## src/jbp_pkg.sv

```systemverilog
// Shared types and constants for the JPEG bit packer with byte stuffing.
package jbp_pkg;

    localparam int unsigned CodeW   = 32;
    localparam int unsigned LenW    = 6;
    localparam int unsigned PartW   = 7;
    localparam int unsigned AccW    = PartW + CodeW;
    localparam int unsigned TotalW  = 6;

    localparam logic [LenW-1:0] MaxLen  = 6'd32;
    localparam logic [7:0]      ByteFf  = 8'hff;
    localparam logic [7:0]      ByteZero = 8'h00;

    typedef enum logic {
        CMD_APPEND = 1'b0,
        CMD_FLUSH  = 1'b1
    } t_cmd;

    typedef struct packed {
        logic             cmd;
        logic [CodeW-1:0] code_bits;
        logic [LenW-1:0]  code_length;
    } t_in_req;

    typedef struct packed {
        logic [7:0] out_byte;
        logic       last;
    } t_out_req;

    // Controller to datapath.
    typedef struct packed {
        logic load;        // take the accepted request into the shifter
        logic emit_data;   // move the top byte to the output register
        logic emit_stuff;  // put a stuffed zero byte in the output register
    } t_dp_cmd;

    // Datapath to controller.
    typedef struct packed {
        logic has_byte;    // at least eight bits pending
        logic byte_ff;     // top byte is 0xFF
    } t_dp_status;

endpackage

```

## src/jbp_ctrl.sv

```systemverilog
// Controller: accepts requests, sequences byte and stuff emission, owns output valid.
module jbp_ctrl import jbp_pkg::*; (
    input  logic       i_clk,
    input  logic       i_rst_n,
    input  logic       i_in_valid,
    output logic       o_in_stall,
    output logic       o_out_valid,
    input  logic       i_out_stall,
    input  t_dp_status i_status,
    output t_dp_cmd    o_cmd
);

    typedef enum logic [1:0] {
        S_IDLE,
        S_RUN,
        S_STUFF
    } t_state;

    t_state r_state, n_state;
    logic   r_out_valid, n_out_valid;
    logic   out_free;

    assign out_free    = !r_out_valid || !i_out_stall;
    assign o_in_stall  = (r_state != S_IDLE);
    assign o_out_valid = r_out_valid;

    always_comb begin
        n_state     = r_state;
        n_out_valid = r_out_valid && i_out_stall;
        o_cmd       = '0;
        case (r_state)
            S_IDLE: begin
                if (i_in_valid) begin
                    o_cmd.load = 1'b1;
                    n_state    = S_RUN;
                end
            end
            S_RUN: begin
                if (!i_status.has_byte) begin
                    n_state = S_IDLE;
                end else if (out_free) begin
                    o_cmd.emit_data = 1'b1;
                    n_out_valid     = 1'b1;
                    if (i_status.byte_ff) begin
                        n_state = S_STUFF;
                    end
                end
            end
            S_STUFF: begin
                if (out_free) begin
                    o_cmd.emit_stuff = 1'b1;
                    n_out_valid      = 1'b1;
                    n_state          = S_RUN;
                end
            end
            default: begin
                n_state = S_IDLE;
            end
        endcase
    end

    always_ff @(posedge i_clk) begin
        if (!i_rst_n) begin
            r_state     <= S_IDLE;
            r_out_valid <= 1'b0;
        end else begin
            r_state     <= n_state;
            r_out_valid <= n_out_valid;
        end
    end

    a_no_overwrite: assert property (@(posedge i_clk) disable iff (!i_rst_n)
        (r_out_valid && i_out_stall) |-> !(o_cmd.emit_data || o_cmd.emit_stuff))
        else $error("output register overwritten while held");

    a_ff_then_stuff: assert property (@(posedge i_clk) disable iff (!i_rst_n)
        (o_cmd.emit_data && i_status.byte_ff) |=> (r_state == S_STUFF))
        else $error("0xFF byte not followed by stuff state");

    a_emit_has_byte: assert property (@(posedge i_clk) disable iff (!i_rst_n)
        o_cmd.emit_data |-> i_status.has_byte)
        else $error("byte emitted with fewer than eight bits pending");

endmodule

```

## src/jbp_dp.sv

```systemverilog
// Datapath: left-aligned bit shifter, pending bit count and output byte register.
module jbp_dp import jbp_pkg::*; (
    input  logic       i_clk,
    input  logic       i_rst_n,
    input  t_in_req    i_in_req,
    input  t_dp_cmd    i_cmd,
    output t_dp_status o_status,
    output t_out_req   o_out_req
);

    logic [AccW-1:0]   r_sh, n_sh;
    logic [TotalW-1:0] r_total, n_total;
    t_out_req          r_out;

    logic [LenW-1:0]   len;
    logic [CodeW-1:0]  code_left;
    logic [2:0]        cnt;
    logic [7:0]        top_byte;
    logic [7:0]        padded;

    assign cnt      = r_total[2:0];
    assign top_byte = r_sh[AccW-1 -: 8];
    assign len      = (i_in_req.code_length > MaxLen) ? MaxLen : i_in_req.code_length;
    // Left-align the code; a zero length shifts everything out.
    assign code_left = i_in_req.code_bits << (MaxLen - len);
    assign padded    = {r_sh[AccW-1 -: PartW], 1'b0} | (ByteFf >> cnt);

    assign o_status.has_byte = (r_total >= TotalW'(8));
    assign o_status.byte_ff  = (top_byte == ByteFf);
    assign o_out_req         = r_out;

    always_comb begin
        n_sh    = r_sh;
        n_total = r_total;
        if (i_cmd.load) begin
            if (i_in_req.cmd == CMD_FLUSH) begin
                // Clear the shifter when nothing is pending so no pad bits linger.
                n_sh    = (cnt != 3'd0) ? {padded, {(AccW-8){1'b0}}} : '0;
                n_total = (cnt != 3'd0) ? TotalW'(8) : '0;
            end else begin
                n_sh    = {r_sh[AccW-1 -: PartW], {CodeW{1'b0}}}
                        | ({code_left, {PartW{1'b0}}} >> cnt);
                n_total = TotalW'(cnt) + TotalW'(len);
            end
        end else if (i_cmd.emit_data) begin
            n_sh    = r_sh << 8;
            n_total = r_total - TotalW'(8);
        end
    end

    always_ff @(posedge i_clk) begin
        if (!i_rst_n) begin
            r_sh    <= '0;
            r_total <= '0;
        end else begin
            r_sh    <= n_sh;
            r_total <= n_total;
        end
    end

    // Mark last when nothing further follows this byte.
    always_ff @(posedge i_clk) begin
        if (i_cmd.emit_data) begin
            r_out.out_byte <= top_byte;
            r_out.last     <= (top_byte != ByteFf) && (r_total < TotalW'(16));
        end else if (i_cmd.emit_stuff) begin
            r_out.out_byte <= ByteZero;
            r_out.last     <= (r_total < TotalW'(8));
        end
    end

    a_total_range: assert property (@(posedge i_clk) disable iff (!i_rst_n)
        r_total <= TotalW'(AccW))
        else $error("pending bit count out of range");

    a_load_idle: assert property (@(posedge i_clk) disable iff (!i_rst_n)
        i_cmd.load |-> (r_total < TotalW'(8)))
        else $error("request loaded while bytes still pending");

endmodule

```

## src/jpeg_bit_packer_byte_stuffing.sv

```systemverilog
// Top level: JPEG entropy bit packer with 0xFF/0x00 byte stuffing.
//
//  channel | direction | handshake                        | payload
//  in      | input     | i_in_valid / o_in_stall          | i_in_req  (cmd, code_bits, code_length)
//  out     | output    | o_out_valid / i_out_stall        | o_out_req (out_byte, last)
//
// A request is loaded, then the controller steps the single byte shifter to emit
// each byte (stuffed zeros included) while the output is free, then returns to idle.
// Synchronous active-low reset clears the pending bits and the output valid.
// A stalled output holds the shifter; input is stalled until the request is done.
module jpeg_bit_packer_byte_stuffing import jbp_pkg::*; (
    input  logic     i_clk,
    input  logic     i_rst_n,
    input  logic     i_in_valid,
    input  t_in_req  i_in_req,
    output logic     o_in_stall,
    output logic     o_out_valid,
    output t_out_req o_out_req,
    input  logic     i_out_stall
);

    t_dp_cmd    dp_cmd;
    t_dp_status dp_status;

    jbp_ctrl u_ctrl (
        .i_clk       (i_clk),
        .i_rst_n     (i_rst_n),
        .i_in_valid  (i_in_valid),
        .o_in_stall  (o_in_stall),
        .o_out_valid (o_out_valid),
        .i_out_stall (i_out_stall),
        .i_status    (dp_status),
        .o_cmd       (dp_cmd)
    );

    jbp_dp u_dp (
        .i_clk     (i_clk),
        .i_rst_n   (i_rst_n),
        .i_in_req  (i_in_req),
        .i_cmd     (dp_cmd),
        .o_status  (dp_status),
        .o_out_req (o_out_req)
    );

endmodule
```

## config.mk

```make
export PLATFORM = sky130hd
export DESIGN_NAME = jpeg_bit_packer_byte_stuffing
export DESIGN_NICKNAME = d
export VERILOG_FILES = /design/src/jbp_pkg.sv /design/src/jbp_ctrl.sv /design/src/jbp_dp.sv /design/src/jpeg_bit_packer_byte_stuffing.sv
export SDC_FILE = /design/constraint.sdc
export NUM_CORES = 1
export LEC_CHECK = 0
export ABC_AREA = 1
export BUFFER_PORTS_ARGS = -buffer_cell sky130_fd_sc_hd__buf_2
export CORE_ASPECT_RATIO = 1.2
export CORE_MARGIN = 2
export CORE_UTILIZATION = 40
export CTS_CLUSTER_SIZE = 30
export DETAILED_ROUTE_END_ITERATION = 16
export SYNTH_ARGS = -nofsm -noshare
export SYNTH_HDL_FRONTEND = slang
export SYNTH_SLANG_ARGS = --single-unit
```

## constraint.sdc

```tcl
create_clock -name i_clk -period 9.1 [get_ports i_clk]
set_input_delay 1.365 -clock i_clk [delete_from_list [all_inputs] [get_ports i_clk]]
set_output_delay 1.365 -clock i_clk [all_outputs]
set_load 0.03 [all_outputs]
```

==> impl_metrics.json, run 1 <==
{
  "cts_buffer_depth": 2,
  "cp-start-kind": "input port",
  "worstPathCellList": "buf_2, nor2_4, nand3_2, nand2_4, nand2_4, ha_1, inv_1, nand3_1, nand2_1, nand2_1, nand3_1, a21oi_1, nand2_1, nand2_1, nand2_1, nand2_1, nand3_1, nand2_1, nand2_1, a21oi_1",
  "setup_viol": 0,
  "postCtsSetupRepairBufs": 0,
  "r2r-start": "u_dp.r_total[2]",
  "dieHeight_um": 137,
  "seq_area_frac_synth_pct": 21.0,
  "clk_pin_slew_ns": 0.05,
  "num-fill-cells": 1596,
  "yosysWarnings": 0,
  "wl_um": 18800,
  "synth_edf_count": 9,
  "critPathKind": "in -> reg",
  "finClkSkew_ns": 0.00852,
  "r2r_cells": 11,
  "hp-class": "reg -> reg",
  "max_freq_mhz": 178,
  "synth_area_per_cell_um2": 5.94,
  "num_antenna_cells": 0,
  "grt_usage_pct": 23.9,
  "ys.flop_type": "dfxtp_1",
  "via_per_inst": 5.84,
  "synthTopCellsByArea": "nand3_1, dfxtp_1, nand2_1",
  "endpoint": "u_dp.r_sh[25]",
  "worst_pin_slew_ns": 0.967,
  "core.rowCount": 48,
  "drv_slew": 0,
  "crit_path_max_incr_delay_ns": 1.05,
  "outcome": "finished, final reports clean",
  "clkSinkCount": 57,
  "die_area_um2": 15600,
  "netlist_instances": 988,
  "ir_drop_mv": 0.188,
  "start_util_pct": 40.9,
  "critPathBufInv": 2,
  "cts_resized": 0,
  "post-dp-hpwl_um": 13900,
  "synth_cell_types": 53,
  "fp.dieW_um": 115,
  "drt_iter0_drc": 680,
  "maxSlewHeadroom_pct": 35.6,
  "cp-startpoint": "i_in_req[0]",
  "syn-num-nets": 1040,
  "routedWlPerCell_um": 16.0,
  "grt_pass1_vias": 6142,
  "area_delta_synth_final_pct": 8.62,
  "grt_max_degree": 41,
  "cp_top_family": "simple AND/OR/NAND/NOR gates",
  "maxCapViolations": 0,
  "rsz0062_at_grt": "no",
  "cts_tree": "yes",
  "synth-async-reset-ratio_pct": 0,
  "syn_area_um2": 5860,
  "drive_above_1_share_pct": 11.7,
  "firstDrtPassIters": 6,
  "reg2reg_to": "u_dp.r_sh[36]",
  "critPathMaxFanout": 36,
  "coreArea_um2": 14400,
  "cts_root_buffer": "clkbuf_16",
  "ctsHoldBuffers": 0,
  "arrival_ns": 5.88,
  "cp.depth": 20,
  "cellPowerDensity_nw_per_um2": 235,
  "r2r_slack_ns": 5.12,
  "antenna_found_initial": 0,
  "grt_first_pass_wirelength_um": 30200,
  "timing.final.crit_share_pct": 61.9,
  "grt.overflow.total": 0,
  "num_vias": 6848,
  "critPathCaptureType": "flop",
  "crit_top_cell": "nand2_1",
  "drtAntennaViolNets": 0,
  "tns_ns": 0,
  "num-nets-final": 1045,
  "yosys_register_bits": 57,
  "gp_congestion": 0.924,
  "critPathSlowestCell": "ha_1",
  "io_pins": 54,
  "numCtsBuffers": 9,
  "drc": 0,
  "leakage_nw": 2.86,
  "yosysTopAreaCell": "nand3_1",
  "synth_most_common_cell": "nand3_1",
  "required_ns": 9.35,
  "yosysTopAreaCellShare_pct": 27.6,
  "insertion_delay_ns": 0.34,
  "synth_top_cells_by_count": "nand3_1, nand2_1, inv_1",
  "cts_max_level": 3,
  "period_needed_ns": 5.63,
  "final_core_util_pct": 44.4,
  "port_buffers": 53,
  "hold_viol_final": 0
}
-- per-layer routing --
layer | track usage [%] | vias up | routed length (um)
met1 | 31.7 | 3179 | 8460
met5 | 0 | - | 0
met2 | 39.6 | 213 | 8810
li1 | - | 3422 | -
met4 | 9.76 | 0 | 567
met3 | 2.26 | 34 | 929
-- cell usage in the layout, fill, tap and decap left out, types with 11 or more instances in the layout --
master / netlist / layout
nand4_1: 11 / 11
nand2_1: 230 / 230
nor2_1: 41 / 40
inv_1: 66 / 66
nand3_1: 323 / 323
a21oi_1: 36 / 36
a31oi_1: 13 / 13
buf_2: 17 / 53
o211ai_1: 17 / 17
o21ai_1: 12 / 12
o21ai_0: 35 / 35
dfxtp_1: 48 / 48
-- worst min-delay path by stage --
| stage | start | endpoint | depth (start not counted) |
|---|---|---|---|
| after detailed placement | u_dp.r_sh[0] | u_dp.r_sh[0] | 2 |
| after floorplan | u_dp.r_sh[3] | u_dp.r_sh[3] | 2 |
| after global placement | u_dp.r_sh[1] | u_dp.r_sh[1] | 2 |
| final | u_dp.r_sh[0] | u_dp.r_sh[0] | 2 |
| after CTS | u_dp.r_sh[0] | u_dp.r_sh[0] | 2 |
| after global routing | u_dp.r_sh[2] | u_dp.r_sh[2] | 2 |
-- tightest hold or removal path, stage by stage (launching register included) --
cell     delay, ns
dfxtp_1       0.30
nand2_1       0.06
a21oi_1       0.05
-- power breakdown --
group | total [W] | switching (W) | internal (W)
clock | 0.000345 | 0.000125 | 0.000219
combinational | 0.000750 | 0.000525 | 0.000225
sequential | 0.000399 | 0.0000497 | 0.000350
total | 0.00149 | 0.000700 | 0.000794
-- state kept, by name, indices dropped and copies added, names as in the netlist, named ones only --
name,count
u_ctrl.o_out_valid,1
u_dp.o_out_req,9
u_dp.r_total,6
u_ctrl.r_state,2
u_dp.r_sh,38
-- cells by family (layout without fill, tap and decap cells) --
family | Yosys count | after routing | share of synthesized area [%]
adders and majority gates | 9 | 9 | 1.92
muxes | 1 | 1 | 0.171
buffers and inverters | 142 | 152 | 11.1
AOI/OAI and AO/OA | 131 | 131 | 13.3
DFF | 57 | 57 | 21.0
and+or+nand+nor | 644 | 644 | 51.9
xor gates and xnor gates | 4 | 4 | 0.598
-- cell type report --
type / count / area [um2] / area share [%]
clock buffers: 10 / 239 / 3.75
clock inverters: 6 / 67.6 / 1.06
inverters: 74 / 288 / 4.52
multi-input cells: 789 / 3990 / 62.7
flip-flops and latches: 57 / 1230 / 19.3
well taps: 175 / 219 / 3.44
repair buffers: 62 / 333 / 5.22
-- stage by stage --
step	power [W]	cells	setup slack (ns)	cell area (um2)	hold WS, ns
floorplan	0.000959	988	5.23	5860	0.442
global placement	0.00114	1157	3.28	6060	0.455
CTS	0.00149	1173	3.55	6370	0.464
finish	0.00149	1173	3.47	6370	0.464
detailed placement	0.00115	1157	3.21	6060	0.456
global route	0.00160	1173	3.02	6370	0.496
No activity file was read; power rests on OpenSTA's default activity.
==> inputs of run 2 (changes only) <==
- ABC_AREA: 1 -> 0
- clock period: 9.1 -> 4.72 ns (I/O delays scaled with it)
==> impl_metrics.json, run 2 <==
{
  "outcome": "finished, final reports clean",
  "synthTopCellsByArea": "dfxtp_1, mux2i_1, mux4_2",
  "synth_edf_count": 9,
  "clk_pin_slew_ns": 0.05,
  "timing.final.crit_share_pct": 86.4,
  "grt_usage_pct": 26.4,
  "worst_pin_slew_ns": 0.842,
  "power_frac_comb_pct": 48.8,
  "drive_above_1_share_pct": 18.1,
  "antenna_found_initial": 0,
  "ctsHoldBuffers": 0,
  "multi_input_area_um2": 4350,
  "switching_share_pct": 42.2,
  "yosys_register_bits": 57,
  "via_per_inst": 6.28,
  "cp-startpoint": "i_in_req[1]",
  "leakage_nw": 2.63,
  "drc": 0,
  "grt.overflow.total": 0,
  "syn-num-nets": 807,
  "num-fill-cells": 1456,
  "critPathCaptureType": "flop",
  "port_buffers": 53,
  "grt_pass1_vias": 5913,
  "num-nets-final": 842,
  "ys.flop_type": "dfxtp_1",
  "power_switching_w": 0.00111,
  "largest_register": "u_dp.r_sh",
  "finalNonFillerCells": 995,
  "required_ns": 4.95,
  "clkSinkCount": 57,
  "cts_resized": 0,
  "p_int_w": 0.00151,
  "place.detailed.instances": 979,
  "cp-start-kind": "input port",
  "drv_slew": 0,
  "synth_most_common_cell": "nand2_1",
  "ff_latch_area_um2": 1230,
  "critPathMaxFanout": 36,
  "reg2reg_to": "u_dp.r_sh[28]",
  "firstDrtPassIters": 5,
  "cts_max_level": 3,
  "yosysWarnings": 0,
  "numCtsBuffers": 9,
  "dieHeight_um": 138,
  "area_delta_synth_final_pct": 12.4,
  "insertion_delay_ns": 0.33,
  "drt_iter0_drc": 438,
  "cts_root_buffer": "clkbuf_16",
  "finClkSkew_ns": 0.00599,
  "rsz0062_at_grt": "no",
  "num_antenna_cells": 0,
  "setup_viol": 0,
  "fp.dieW_um": 116,
  "final_common_cell": "nand2_1",
  "gp_congestion": 1.01,
  "hold_viol_final": 0,
  "seq_power_share_pct": 26.6,
  "netlist_instances": 755,
  "coreArea_um2": 14500,
  "yosysTopAreaCell": "dfxtp_1",
  "num_vias": 6248,
  "synth-async-reset-ratio_pct": 0,
  "endpoint": "u_dp.r_sh[32]",
  "ir_drop_mv": 0.169,
  "hp-class": "reg -> reg",
  "wl_um": 20500,
  "io_pins": 54,
  "cellPowerDensity_nw_per_um2": 390,
  "layout_common_cells": "nand2_1, nor2_1, o21ai_0",
  "post-dp-hpwl_um": 15400,
  "max_freq_mhz": 245,
  "postCtsSetupRepairBufs": 0,
  "seq_area_frac_synth_pct": 20.6,
  "cts_buffer_depth": 2,
  "grt_max_degree": 54,
  "r2r_slack_ns": 1.93,
  "r2r_cells": 10,
  "grt_first_pass_wirelength_um": 32700,
  "core.rowCount": 48,
  "period_needed_ns": 4.08,
  "synth_cell_types": 81,
  "maxCapViolations": 0,
  "die_area_um2": 15900,
  "largest_reg_flops": 38,
  "synth_top_cells_by_count": "nand2_1, nor2_1, o21ai_0",
  "routedWlPerCell_um": 20.6,
  "synth_area_per_cell_um2": 7.91,
  "arrival_ns": 4.31,
  "r2r-start": "u_dp.r_total[2]",
  "pwr-share-clk_pct": 24.6,
  "critPathKind": "in -> reg",
  "start_util_pct": 41.2,
  "tns_ns": 0,
  "drtAntennaViolNets": 0,
  "syn_area_um2": 5970,
  "cts_tree": "yes",
  "maxSlewHeadroom_pct": 43.9,
  "power_w": 0.00262,
  "yosysTopAreaCellShare_pct": 16.1
}
[run 2: cell types whose count changed after synthesis, sizes merged, moves of 18 or more]
| cell | before | now |
|---|---|---|
| inv | 71 | 18 |
| mux2i | 1 | 52 |
| mux4 | 0 | 25 |
| nand2 | 237 | 79 |
| nand3 | 329 | 16 |
| nor2 | 47 | 77 |
| o21ai | 48 | 74 |
| o22ai | 0 | 18 |
[run 2: worst min path at each step]
stage               depth (start not counted)  slack, ns         startpoint           endpoint
finish                                      2       0.51  u_ctrl.r_state[0]  u_ctrl.r_state[0]
global route                                2       0.55      u_dp.r_sh[11]      u_dp.r_sh[11]
CTS                                         2       0.51  u_ctrl.r_state[0]  u_ctrl.r_state[0]
detailed placement                          2       0.50      u_dp.r_sh[11]      u_dp.r_sh[11]
global placement                            2       0.49  u_ctrl.r_state[0]  u_ctrl.r_state[0]
floorplan                                   2       0.47      u_dp.r_sh[11]      u_dp.r_sh[11]
[run 2: area by class of cell]
| class | instances | area share (%) |
|---|---|---|
| Clock buffer | 12 | 3.67 |
| Multi-Input combinational cell | 620 | 64.8 |
| Inverter | 19 | 1.10 |
| Timing Repair Buffer | 83 | 7.68 |
| Clock inverter | 4 | 0.634 |
| Sequential cell | 57 | 18.3 |
| Tap cell | 200 | 3.73 |
[run 2: stage by stage]
stage                     cell area (um2)  utilization (%)  setup WS, ns  hold WS, ns
final                                6710             46.4         0.640        0.514
after global routing                 6710             46.4         0.360        0.548
after CTS                            6710             46.4         0.713        0.515
after detailed placement             6420             44.4         0.388        0.499
after global placement               6420             44.4         0.387        0.493
after floorplan                      5970                -         0.625        0.472
[run 2: power groups by stage]
stage / combinational, W / clock, W / sequential, W
4_1_cts: 0.00127 / 0.000648 / 0.000694
3_3_place_gp: 0.00125 / 0 / 0.000701
3_5_place_dp: 0.00126 / 0 / 0.000703
5_1_grt: 0.00140 / 0.000667 / 0.000709
2_1_floorplan: 0.000865 / 0 / 0.000725
6_report: 0.00128 / 0.000644 / 0.000697
[run 2: per-layer routing]
| metal | share of wire (%) | up-vias | GRT usage (%) |
|---|---|---|---|
| met5 | 0 | - | 0 |
| met4 | 2.8 | 0 | 10.1 |
| met3 | 5.6 | 44 | 2.82 |
| met2 | 50 | 262 | 45.8 |
| met1 | 41 | 3017 | 33.4 |
| li1 | - | 2925 | - |
[run 2: logic make-up (layout without fill, tap and decap cells)]
family,after synthesis,in the layout,synth area share (%)
mux,88,88,20.5
simple gates,256,256,20.0
compound gates,258,258,28.7
xor+xnor,8,8,1.61
buf+inv,78,118,6.48
flops,57,57,20.6
fa+ha+maj,10,10,2.05
[run 2: worst max-delay path, cell delays in order]
cell and delay, ns:
buf_2 0.18, nor2b_1 0.39, inv_1 0.09, ha_1 0.34, buf_12 0.24, mux2i_1 0.45
mux2i_1 0.14, mux2_2 0.32, a311oi_1 0.61, mux2_2 0.28, mux2i_1 0.09, o31a_1 0.26
o211a_1 0.20
